## src/assert_macros.svh

```systemverilog
// ----------------------------------------------------------------------------
// Assertion macros
// Shared concurrent assertion helpers; empty when SYNTHESIS is defined.
// ----------------------------------------------------------------------------
`ifndef ASSERT_MACROS_SVH
`define ASSERT_MACROS_SVH

`ifndef SYNTHESIS

`define ASSERT_ALWAYS(lbl, clk, rst_n, expr) \
  lbl: assert property (@(posedge clk) disable iff (!rst_n) (expr)) \
    else $error("concurrent assertion failed");

`define ASSERT_IMPLY(lbl, clk, rst_n, ante, cons) \
  lbl: assert property (@(posedge clk) disable iff (!rst_n) (ante) |-> (cons)) \
    else $error("concurrent assertion failed");

`define ASSERT_IMPLY_NEXT(lbl, clk, rst_n, ante, cons) \
  lbl: assert property (@(posedge clk) disable iff (!rst_n) (ante) |=> (cons)) \
    else $error("concurrent assertion failed");

`else

`define ASSERT_ALWAYS(lbl, clk, rst_n, expr)
`define ASSERT_IMPLY(lbl, clk, rst_n, ante, cons)
`define ASSERT_IMPLY_NEXT(lbl, clk, rst_n, ante, cons)

`endif

`endif

```

## src/dsam_pkg.sv

```systemverilog
// ----------------------------------------------------------------------------
// dsam_pkg
// Widths, register indexes, reset values and control structs of the
// dual sensor average monitor.
// ----------------------------------------------------------------------------
package dsam_pkg;

  localparam int unsigned DSAM_WINDOW = 5;

  localparam int unsigned SAMPLE_W    = 16;
  localparam int unsigned TEMP_W      = 24;
  localparam int unsigned DIFF_W      = 23;
  // sum * 512: counts to Q8 degrees is 512 / 3 per count
  localparam int unsigned SCALE_SHIFT = 9;

  localparam int unsigned CFG_IDX_W  = 2;
  localparam int unsigned CFG_DATA_W = 24;

  localparam logic [CFG_IDX_W-1:0] CFG_DIFF_LIMIT    = 2'd0;
  localparam logic [CFG_IDX_W-1:0] CFG_WARN_LEVEL    = 2'd1;
  localparam logic [CFG_IDX_W-1:0] CFG_FAN_ON_LEVEL  = 2'd2;
  localparam logic [CFG_IDX_W-1:0] CFG_FAN_OFF_LEVEL = 2'd3;

  localparam logic [DIFF_W-1:0]        RST_DIFF_LIMIT    = 23'd1280;
  localparam logic signed [TEMP_W-1:0] RST_WARN_LEVEL    = 24'sd24320;
  localparam logic signed [TEMP_W-1:0] RST_FAN_ON_LEVEL  = 24'sd23040;
  localparam logic signed [TEMP_W-1:0] RST_FAN_OFF_LEVEL = 24'sd21760;

  typedef struct packed {
    logic [DIFF_W-1:0]        diff_limit;
    logic signed [TEMP_W-1:0] warn_level;
    logic signed [TEMP_W-1:0] fan_on_level;
    logic signed [TEMP_W-1:0] fan_off_level;
  } cfg_regs_t;

  typedef struct packed {
    logic push;
    logic mul_en;
    logic fix_en;
  } lane_ctrl_t;

  typedef struct packed {
    logic load;
    logic eval;
  } merge_ctrl_t;

endpackage

```

## src/dsam_lane.sv

```systemverilog
// ----------------------------------------------------------------------------
// dsam_lane
// One sensor channel: sample ring with running sum and fill count, then
// a two-stage reciprocal divide giving trunc(sum * 512 / (3 * fill)).
// ----------------------------------------------------------------------------
`include "assert_macros.svh"

module dsam_lane import dsam_pkg::*; #(
  parameter int unsigned WINDOW = DSAM_WINDOW
) (
  input  logic                     clk,
  input  logic                     rst_n,
  input  lane_ctrl_t               ctrl,
  input  logic signed [SAMPLE_W-1:0] sample,
  output logic                     seen,
  output logic signed [TEMP_W-1:0] temp
);

  localparam int unsigned POS_W  = (WINDOW > 1) ? $clog2(WINDOW) : 1;
  localparam int unsigned FILL_W = $clog2(WINDOW + 1);
  localparam int unsigned SUM_W  = SAMPLE_W + $clog2(WINDOW);
  localparam int unsigned NW     = SUM_W + SCALE_SHIFT;
  localparam int unsigned RCP_W  = NW - 1;
  localparam int unsigned PW     = NW + RCP_W;
  localparam int unsigned DEN_W  = $clog2(3 * WINDOW + 1);
  localparam int unsigned QM_W   = RCP_W + DEN_W;
  localparam int unsigned TAB_N  = 2 ** FILL_W;

  logic signed [SAMPLE_W-1:0] ring_r [WINDOW];
  logic [POS_W-1:0]           wpos_r, wpos_nxt;
  logic [FILL_W-1:0]          fill_r, fill_nxt;
  logic signed [SUM_W-1:0]    sum_r, sum_nxt;
  logic                       seen_r;

  logic signed [SUM_W-1:0]    samp_ext, old_ext;
  logic                       full;

  logic [RCP_W-1:0]           recip_tab [TAB_N];
  logic [SUM_W-1:0]           mag;
  logic [NW-1:0]              n_cur, n_r;
  logic                       neg_r;
  logic [DEN_W-1:0]           den_nxt, den_r;
  logic [PW-1:0]              prod_nxt, prod_r;

  logic [RCP_W-1:0]           q0, q;
  logic [QM_W-1:0]            qm;
  logic [NW-1:0]              rem;
  logic [TEMP_W-1:0]          q_lo;
  logic signed [TEMP_W-1:0]   temp_nxt, temp_r;

  // Reciprocal table floor(2^NW / (3 * fill)); fill of zero reads zero.
  for (genvar Gi = 0; Gi < TAB_N; Gi++) begin : g_recip
    if (Gi >= 1 && Gi <= WINDOW) begin : g_used
      localparam longint unsigned Den = 3 * Gi;
      localparam longint unsigned Rcp = (64'd1 << NW) / Den;
      assign recip_tab[Gi] = RCP_W'(Rcp);
    end else begin : g_unused
      assign recip_tab[Gi] = '0;
    end
  end

  // Push: running sum drops the overwritten reading once the ring is full.
  assign samp_ext = SUM_W'(sample);
  assign old_ext  = SUM_W'(ring_r[wpos_r]);
  assign full     = (fill_r == FILL_W'(WINDOW));

  always_comb begin
    sum_nxt  = full ? (sum_r + samp_ext - old_ext) : (sum_r + samp_ext);
    wpos_nxt = (wpos_r == POS_W'(WINDOW - 1)) ? '0 : wpos_r + 1'b1;
    fill_nxt = full ? fill_r : fill_r + 1'b1;
  end

  always_ff @(posedge clk) begin
    if (!rst_n) begin
      wpos_r <= '0;
      fill_r <= '0;
      sum_r  <= '0;
      seen_r <= 1'b0;
    end else if (ctrl.push) begin
      wpos_r <= wpos_nxt;
      fill_r <= fill_nxt;
      sum_r  <= sum_nxt;
      seen_r <= 1'b1;
    end
  end

  always_ff @(posedge clk) begin
    if (ctrl.push) begin
      ring_r[wpos_r] <= sample;
    end
  end

  // Multiply stage: magnitude times reciprocal.
  assign mag      = sum_r[SUM_W-1] ? SUM_W'(-sum_r) : SUM_W'(sum_r);
  assign n_cur    = {mag, {SCALE_SHIFT{1'b0}}};
  assign den_nxt  = (DEN_W'(fill_r) << 1) + DEN_W'(fill_r);
  assign prod_nxt = PW'(n_cur) * PW'(recip_tab[fill_r]);

  always_ff @(posedge clk) begin
    if (ctrl.mul_en) begin
      prod_r <= prod_nxt;
      n_r    <= n_cur;
      neg_r  <= sum_r[SUM_W-1];
      den_r  <= den_nxt;
    end
  end

  // Correction stage: estimate is low by at most one.
  always_comb begin
    q0       = prod_r[PW-1:NW];
    qm       = QM_W'(q0) * QM_W'(den_r);
    rem      = n_r - qm[NW-1:0];
    q        = (rem >= NW'(den_r)) ? q0 + 1'b1 : q0;
    q_lo     = q[TEMP_W-1:0];
    temp_nxt = neg_r ? -q_lo : q_lo;
  end

  always_ff @(posedge clk) begin
    if (ctrl.fix_en) begin
      temp_r <= temp_nxt;
    end
  end

  assign seen = seen_r;
  assign temp = temp_r;

  `ASSERT_ALWAYS(a_fill_bound, clk, rst_n, fill_r <= FILL_W'(WINDOW))
  `ASSERT_IMPLY(a_wpos_tracks_fill, clk, rst_n, !full, FILL_W'(wpos_r) == fill_r)

endmodule

```

## src/dsam_merge.sv

```systemverilog
// ----------------------------------------------------------------------------
// dsam_merge
// Combines both lane temperatures: mean, difference alarm, warning and
// fan crossings against the previous mean; holds the result register.
// ----------------------------------------------------------------------------
`include "assert_macros.svh"

module dsam_merge import dsam_pkg::*; (
  input  logic                     clk,
  input  logic                     rst_n,
  input  merge_ctrl_t              ctrl,
  input  cfg_regs_t                cfg,
  input  logic signed [TEMP_W-1:0] temp_a,
  input  logic signed [TEMP_W-1:0] temp_b,
  input  logic                     out_stall,
  output logic                     free,
  output logic                     out_valid,
  output logic                     out_evaluated,
  output logic signed [TEMP_W-1:0] out_temp_a,
  output logic signed [TEMP_W-1:0] out_temp_b,
  output logic signed [TEMP_W-1:0] out_mean_temp,
  output logic                     out_diff_alarm,
  output logic                     out_warn_rise,
  output logic                     out_warn_fall,
  output logic                     out_fan_on,
  output logic                     out_fan_off
);

  logic signed [TEMP_W:0]   sum2, diff;
  logic [TEMP_W:0]          abs_diff;
  logic signed [TEMP_W-1:0] mean;
  logic                     alarm, rise, fall, fon, foff;

  logic                     out_valid_r;
  logic                     eval_r;
  logic signed [TEMP_W-1:0] ta_r, tb_r, mean_r;
  logic                     alarm_r, rise_r, fall_r, fon_r, foff_r;
  logic signed [TEMP_W-1:0] prev_mean_r;

  always_comb begin
    sum2     = (TEMP_W + 1)'(temp_a) + (TEMP_W + 1)'(temp_b);
    diff     = (TEMP_W + 1)'(temp_a) - (TEMP_W + 1)'(temp_b);
    abs_diff = diff[TEMP_W] ? (TEMP_W + 1)'(-diff) : (TEMP_W + 1)'(diff);
    // arithmetic shift: floor of the half
    mean     = sum2[TEMP_W:1];
    alarm    = abs_diff > (TEMP_W + 1)'(cfg.diff_limit);
    rise     = (mean > cfg.warn_level) && (prev_mean_r <= cfg.warn_level);
    fall     = (mean < cfg.warn_level) && (prev_mean_r >= cfg.warn_level);
    fon      = (mean > cfg.fan_on_level) && (prev_mean_r <= cfg.fan_on_level);
    foff     = !fon && (mean < cfg.fan_off_level) && (prev_mean_r >= cfg.fan_off_level);
  end

  assign free = !out_valid_r || !out_stall;

  always_ff @(posedge clk) begin
    if (!rst_n) begin
      out_valid_r <= 1'b0;
      prev_mean_r <= '0;
    end else if (ctrl.load) begin
      out_valid_r <= 1'b1;
      if (ctrl.eval) begin
        prev_mean_r <= mean;
      end
    end else if (!out_stall) begin
      out_valid_r <= 1'b0;
    end
  end

  // Payload of a non-evaluating item is all zero.
  always_ff @(posedge clk) begin
    if (ctrl.load) begin
      eval_r  <= ctrl.eval;
      ta_r    <= ctrl.eval ? temp_a : '0;
      tb_r    <= ctrl.eval ? temp_b : '0;
      mean_r  <= ctrl.eval ? mean : '0;
      alarm_r <= ctrl.eval && alarm;
      rise_r  <= ctrl.eval && rise;
      fall_r  <= ctrl.eval && fall;
      fon_r   <= ctrl.eval && fon;
      foff_r  <= ctrl.eval && foff;
    end
  end

  assign out_valid      = out_valid_r;
  assign out_evaluated  = eval_r;
  assign out_temp_a     = ta_r;
  assign out_temp_b     = tb_r;
  assign out_mean_temp  = mean_r;
  assign out_diff_alarm = alarm_r;
  assign out_warn_rise  = rise_r;
  assign out_warn_fall  = fall_r;
  assign out_fan_on     = fon_r;
  assign out_fan_off    = foff_r;

  `ASSERT_IMPLY_NEXT(a_prev_hold, clk, rst_n, ctrl.load && !ctrl.eval, $stable(prev_mean_r))

endmodule

```

## src/dual_sensor_average_monitor.sv

```systemverilog
// ----------------------------------------------------------------------------
// dual_sensor_average_monitor
// Each input beat may carry a new reading from sensor A, sensor B or both;
// each sensor keeps a ring of its last WINDOW readings. Once both sensors
// have reported and the beat carries a new reading, both averages are
// recomputed as signed Q8 degrees, with their floor mean, a difference
// alarm, warning-level crossings and fan on/off events against the
// previous mean; otherwise the result beat has evaluated low and all
// other fields zero. One result beat comes out per input beat. An item
// is registered in turn by the ring update, the reciprocal multiply in
// each lane, the remainder correction and the merge into the output
// register. The next item is accepted in the cycle after the merge,
// even while the result still waits downstream; only a result that is
// still held when the next one is ready stretches this. in_stall is
// high while an item is in flight. Configuration writes are always
// taken (cfg_ready stays high) and must only be issued while idle.
// ----------------------------------------------------------------------------
`include "assert_macros.svh"

module dual_sensor_average_monitor import dsam_pkg::*; #(
  parameter int unsigned WINDOW = DSAM_WINDOW
) (
  input  logic                     clk,
  input  logic                     rst_n,

  input  logic                     in_valid,
  output logic                     in_stall,
  input  logic                     in_a_valid,
  input  logic signed [SAMPLE_W-1:0] in_a_sample,
  input  logic                     in_b_valid,
  input  logic signed [SAMPLE_W-1:0] in_b_sample,

  output logic                     out_valid,
  input  logic                     out_stall,
  output logic                     out_evaluated,
  output logic signed [TEMP_W-1:0] out_temp_a,
  output logic signed [TEMP_W-1:0] out_temp_b,
  output logic signed [TEMP_W-1:0] out_mean_temp,
  output logic                     out_diff_alarm,
  output logic                     out_warn_rise,
  output logic                     out_warn_fall,
  output logic                     out_fan_on,
  output logic                     out_fan_off,

  input  logic                     cfg_valid,
  output logic                     cfg_ready,
  input  logic [CFG_IDX_W-1:0]     cfg_index,
  input  logic [CFG_DATA_W-1:0]    cfg_data
);

  localparam logic [1:0] ST_IDLE = 2'd0;
  localparam logic [1:0] ST_MUL  = 2'd1;
  localparam logic [1:0] ST_FIX  = 2'd2;
  localparam logic [1:0] ST_OUT  = 2'd3;

  logic [1:0]  state_r, state_nxt;
  logic        eval_r, eval_nxt;
  logic        in_beat;
  cfg_regs_t   cfg_r, cfg_nxt;

  lane_ctrl_t  ctrl_a, ctrl_b;
  merge_ctrl_t mctrl;
  logic        seen_a, seen_b;
  logic signed [TEMP_W-1:0] temp_a, temp_b;
  logic        out_free;

  assign in_stall  = (state_r != ST_IDLE);
  assign in_beat   = in_valid && !in_stall;
  assign cfg_ready = 1'b1;

  // Configuration registers
  always_comb begin
    cfg_nxt = cfg_r;
    if (cfg_valid && cfg_ready) begin
      case (cfg_index)
        CFG_DIFF_LIMIT:    cfg_nxt.diff_limit    = cfg_data[DIFF_W-1:0];
        CFG_WARN_LEVEL:    cfg_nxt.warn_level    = cfg_data;
        CFG_FAN_ON_LEVEL:  cfg_nxt.fan_on_level  = cfg_data;
        CFG_FAN_OFF_LEVEL: cfg_nxt.fan_off_level = cfg_data;
        default: ;
      endcase
    end
  end

  always_ff @(posedge clk) begin
    if (!rst_n) begin
      cfg_r.diff_limit    <= RST_DIFF_LIMIT;
      cfg_r.warn_level    <= RST_WARN_LEVEL;
      cfg_r.fan_on_level  <= RST_FAN_ON_LEVEL;
      cfg_r.fan_off_level <= RST_FAN_OFF_LEVEL;
    end else begin
      cfg_r <= cfg_nxt;
    end
  end

  // Sequencer
  always_comb begin
    state_nxt = state_r;
    eval_nxt  = eval_r;
    case (state_r)
      ST_IDLE: begin
        if (in_beat) begin
          state_nxt = ST_MUL;
          eval_nxt  = (in_a_valid || seen_a) && (in_b_valid || seen_b) &&
                      (in_a_valid || in_b_valid);
        end
      end
      ST_MUL:  state_nxt = ST_FIX;
      ST_FIX:  state_nxt = ST_OUT;
      ST_OUT: begin
        // hold until the result register can take the beat
        if (out_free) begin
          state_nxt = ST_IDLE;
        end
      end
      default: state_nxt = ST_IDLE;
    endcase
  end

  always_ff @(posedge clk) begin
    if (!rst_n) begin
      state_r <= ST_IDLE;
      eval_r  <= 1'b0;
    end else begin
      state_r <= state_nxt;
      eval_r  <= eval_nxt;
    end
  end

  always_comb begin
    ctrl_a.push   = in_beat && in_a_valid;
    ctrl_a.mul_en = (state_r == ST_MUL);
    ctrl_a.fix_en = (state_r == ST_FIX);
    ctrl_b.push   = in_beat && in_b_valid;
    ctrl_b.mul_en = (state_r == ST_MUL);
    ctrl_b.fix_en = (state_r == ST_FIX);
    mctrl.load    = (state_r == ST_OUT) && out_free;
    mctrl.eval    = eval_r;
  end

  dsam_lane #(
    .WINDOW (WINDOW)
  ) u_lane_a (
    .clk    (clk),
    .rst_n  (rst_n),
    .ctrl   (ctrl_a),
    .sample (in_a_sample),
    .seen   (seen_a),
    .temp   (temp_a)
  );

  dsam_lane #(
    .WINDOW (WINDOW)
  ) u_lane_b (
    .clk    (clk),
    .rst_n  (rst_n),
    .ctrl   (ctrl_b),
    .sample (in_b_sample),
    .seen   (seen_b),
    .temp   (temp_b)
  );

  dsam_merge u_merge (
    .clk            (clk),
    .rst_n          (rst_n),
    .ctrl           (mctrl),
    .cfg            (cfg_r),
    .temp_a         (temp_a),
    .temp_b         (temp_b),
    .out_stall      (out_stall),
    .free           (out_free),
    .out_valid      (out_valid),
    .out_evaluated  (out_evaluated),
    .out_temp_a     (out_temp_a),
    .out_temp_b     (out_temp_b),
    .out_mean_temp  (out_mean_temp),
    .out_diff_alarm (out_diff_alarm),
    .out_warn_rise  (out_warn_rise),
    .out_warn_fall  (out_warn_fall),
    .out_fan_on     (out_fan_on),
    .out_fan_off    (out_fan_off)
  );

  `ASSERT_IMPLY_NEXT(a_accept_starts, clk, rst_n, in_beat, state_r == ST_MUL)
  `ASSERT_IMPLY_NEXT(a_out_hold, clk, rst_n, (state_r == ST_OUT) && !out_free, state_r == ST_OUT)

endmodule

```

## config.mk

```make
export PLATFORM = sky130hd
export DESIGN_NAME = dual_sensor_average_monitor
export DESIGN_NICKNAME = d
export VERILOG_FILES = /design/src/dsam_pkg.sv /design/src/dsam_lane.sv /design/src/dsam_merge.sv /design/src/dual_sensor_average_monitor.sv
export VERILOG_INCLUDE_DIRS = /design/src /design/src/src
export SDC_FILE = /design/constraint.sdc
export NUM_CORES = 2
export LEC_CHECK = 0
export BUFFER_PORTS_ARGS = -buffer_cell sky130_fd_sc_hd__buf_2
export CORE_MARGIN = 8
export CORE_UTILIZATION = 50
export CTS_CLUSTER_SIZE = 28
export DETAILED_ROUTE_END_ITERATION = 7
export HOLD_SLACK_MARGIN = 0.06
export PLACE_DENSITY = 0.76
export SYNTH_ARGS = -nofsm -noshare
export SYNTH_HDL_FRONTEND = slang
export SYNTH_SLANG_ARGS = --single-unit
```

## constraint.sdc

```tcl
create_clock -name clk -period 25 [get_ports clk]
set_input_delay 1.25 -clock clk [delete_from_list [all_inputs] [get_ports clk]]
set_output_delay 1.25 -clock clk [all_outputs]
set_load 0.01 [all_outputs]
```

==> impl_metrics.csv <==
group,metric,value,unit
outcome,outcome,"finished clean",
finish,layout.nets,8276,
clock_tree,cts-root-buf,"clkbuf_16",
clock_tree,numCtsBuffers,71,
clock_tree,clk_pin_slew,0.06,ns
critical_path,endpoint_kind,"flip-flop",
critical_path,startpoint_type,"flip-flop",
sta,final_max_slew_viol_count,0,
sta,setup_viol,0,
sta,slew_headroom,0.1561,
clock_tree,clock-sinks,569,
route,drtAntennaViolNets,0,
clock_tree,clock_latency,0.69,ns
finish,final_common_cell,"inv_1",
placement,gp_congestion,1.008,
route,first_pass_iters,6,
critical_path,crit_required,25.43,ns
clock_tree,htree_levels,3,
route,routed_wl,180200,µm
grt,grt_usage,0.2612,
job,maxCapViolCount,0,
synth,synth_edf_count,388,
pwr,leakage,32.10,nW
synth,synth_area_leaders,"fa_1, edfxtp_1, ha_1, inv_1, dfxtp_1",
synth,ys.flop_type,"edfxtp_1",
sta,timing_hold_violations_final,0,
placement,portBuffers,144,
sta,hold_slack,0.4545,ns
floorplanning,rows,131,
synth,synthArstFlopShare,0,
critical_path,critPathLaunch,"u_lane_a.sum_r[0]",
synth,synth_nets,8212,
synth,syn_inst,6749,
finish,drive_gt1_frac,0.06390,
grt,grt-ovfl-total,0,
floorplanning,dieWidth,372.5,µm
synth,yosysTopAreaCellShare,0.2321,
pwr,power.density,135.4,mW/mm²
synth,synthDistinctLibCells,104,
floorplanning,die_y,372.5,µm
floorplanning,initial_utilization,0.5010,
critical_path,path_class,"flip-flop to flip-flop",
sta,post-route-period-util,0.4119,
pwr,peakVddDrop,0.1476,mV
sta,rsz0062_at_grt,"no",
hold_path,worstHoldPathCells,2,
placement,placed_cells,8402,
synth,synth-seq-cells,569,
clock_tree,cts_setup_buffers,0,
synth,synthesis.area,0.06356,mm²
synth,ys_seq_area_frac,0.2403,
hold_path,hp-class,"flip-flop to flip-flop",
route,num_vias,48010,
sta,clock-skew-final,0.05030,ns
synth,ys_warn_count,0,
critical_path,ff2ff_path_depth,31,
critical_path,rr_endpoint,"u_lane_a.prod_r[54]",
route,wl_per_cell,21.11,µm
grt,antenna_found_initial,3,
synth,syn_avg_cell_area,9.417,µm²
sta,worst_pin_slew,1.266,ns
finish,design_area,0.06848,mm²
clock_tree,cts_tree,"yes",
floorplanning,core,0.1269,mm²
placement,placed_cell_area,0.06609,mm²
critical_path,crit_slowest_cell,"or4b_2",
critical_path,reg2reg_from,"u_lane_a.sum_r[0]",
placement,place_hpwl,149800,µm
critical_path,critPathMaxFanout,8,
route,dr.first_iter.drc_count,3865,
grt,grt_pass1_vias,49000,
clock_tree,cts_hold_buf,0,
finish,area_delta_synth_final,7.742,%
critical_path,r2r_slack,14.70,ns
critical_path,path_common_cell,"fa_1",
grt,grt_max_degree,106,
critical_path,slowest_delay,0.76,ns
clock_tree,clock_path_buffers,3,
sta,fin_setup_tns,0,ns
sta,max_clock_freq,97.11,MHz
floorplanning,ios,146,
grt,grt_pass1_wl,280200,µm
finish,final_cell_mix,"inv_1, fa_1, ha_1, nand2_1, nor2_1",
route,viasPerCell,5.626,
floorplanning,die_area,0.1388,mm²
critical_path,cp-endpoint,"u_lane_a.prod_r[54]",
critical_path,crit_arrival,10.73,ns
finish,fin_cells,8533,
route,drc_errors,0,
synth,synth_top_area_cell,"fa_1",
clock_tree,cts_resized,0,
sta,period_minus_slack,10.30,ns
layout make-up:
| type | instances | area (µm²) |
|---|---|---|
| multi-input cells | 4659 | 42640 |
| clock buffers | 79 | 1838 |
| repair buffers | 206 | 1186 |
| clock inverters | 51 | 553.0 |
| flip-flops and latches | 569 | 15270 |
| well taps | 1662 | 2079 |
| diodes | 1 | 2.502 |
| fillers | 11260 | 58380 |
| inverters | 1306 | 4905 |
kinds of logic (layout without fill, tap and decap cells):
logic type,count (synthesis),in the layout,share of synthesized area
DFF,569,569,0.2403
adders and majority gates,1398,1398,0.3623
and+or+nand+nor,1838,1838,0.1366
muxes,102,102,0.02252
buffers and inverters,1521,1642,0.09016
AOI/OAI and AO/OA,988,988,0.1021
xor gates and xnor gates,332,332,0.04597
other,1,2,0.00005900
cell usage after synthesis (98+ instances only):
| master | instances |
|---|---|
| o21ai_0 | 185 |
| clkbuf_1 | 194 |
| inv_1 | 1305 |
| nor2_1 | 458 |
| xnor2_1 | 223 |
| ha_1 | 661 |
| nand2_1 | 635 |
| and2_1 | 155 |
| xor2_1 | 108 |
| fa_1 | 737 |
| nor3_1 | 98 |
| dfxtp_1 | 181 |
| a21oi_1 | 296 |
| edfxtp_1 | 388 |
registers in the layout (all words and copies together), names as in the netlist, 27 cells and up, named ones only:
signal	cells
u_lane_a.ring_r	80
u_lane_a.prod_r	27
cfg_r	95
u_lane_b.prod_r	27
u_lane_b.ring_r	80
worst min path at each step:
stage	startpoint	end	slack, ns
after global placement	cfg_r[68]	cfg_r[68]	0.44
after global routing	cfg_r[71]	cfg_r[71]	0.47
final	cfg_r[45]	cfg_r[45]	0.45
after CTS	cfg_r[5]	cfg_r[5]	0.46
after detailed placement	cfg_r[46]	cfg_r[46]	0.45
after floorplan	u_lane_a.sum_r[18]	u_lane_a.neg_r	0.41
critical path, delay by kind of cell (launching register included):
kind / cells / cell delay, ns
AOI/OAI and AO/OA: 11 / 3.24
xor gates and xnor gates: 1 / 0.10
adders and majority gates: 8 / 3.46
buffers and inverters: 5 / 0.48
DFF: 1 / 0.43
and+or+nand+nor: 6 / 2.37
stage by stage:
| stage | worst slack, ns | utilization | total power, mW |
|---|---|---|---|
| finish | 14.70 | 0.5398 | 9.272 |
| global route | 14.04 | 0.5398 | 10.08 |
| CTS | 14.81 | 0.5398 | 9.217 |
| detailed placement | 14.79 | 0.5209 | 8.111 |
| global placement | 14.89 | 0.5209 | 7.992 |
| floorplan | 15.80 | - | 6.329 |
power breakdown:
| group | switching, mW | total [mW] | internal, mW | leakage (nW) |
|---|---|---|---|---|
| Combinational | 4.07 | 6.74 | 2.67 | 25.9 |
| Sequential | 0.254 | 1.47 | 1.22 | 5.07 |
| Clock | 0.452 | 1.06 | 0.605 | 1.15 |
| Total | 4.77 | 9.27 | 4.50 | 32.1 |
metal layers:
layer / part of all wire / track usage
met3: 0.071 / 0.03773
met1: 0.41 / 0.3432
met5: 0 / 0
met4: 0.055 / 0.1226
met2: 0.46 / 0.4272
No activity file was read; power rests on OpenSTA's default activity.
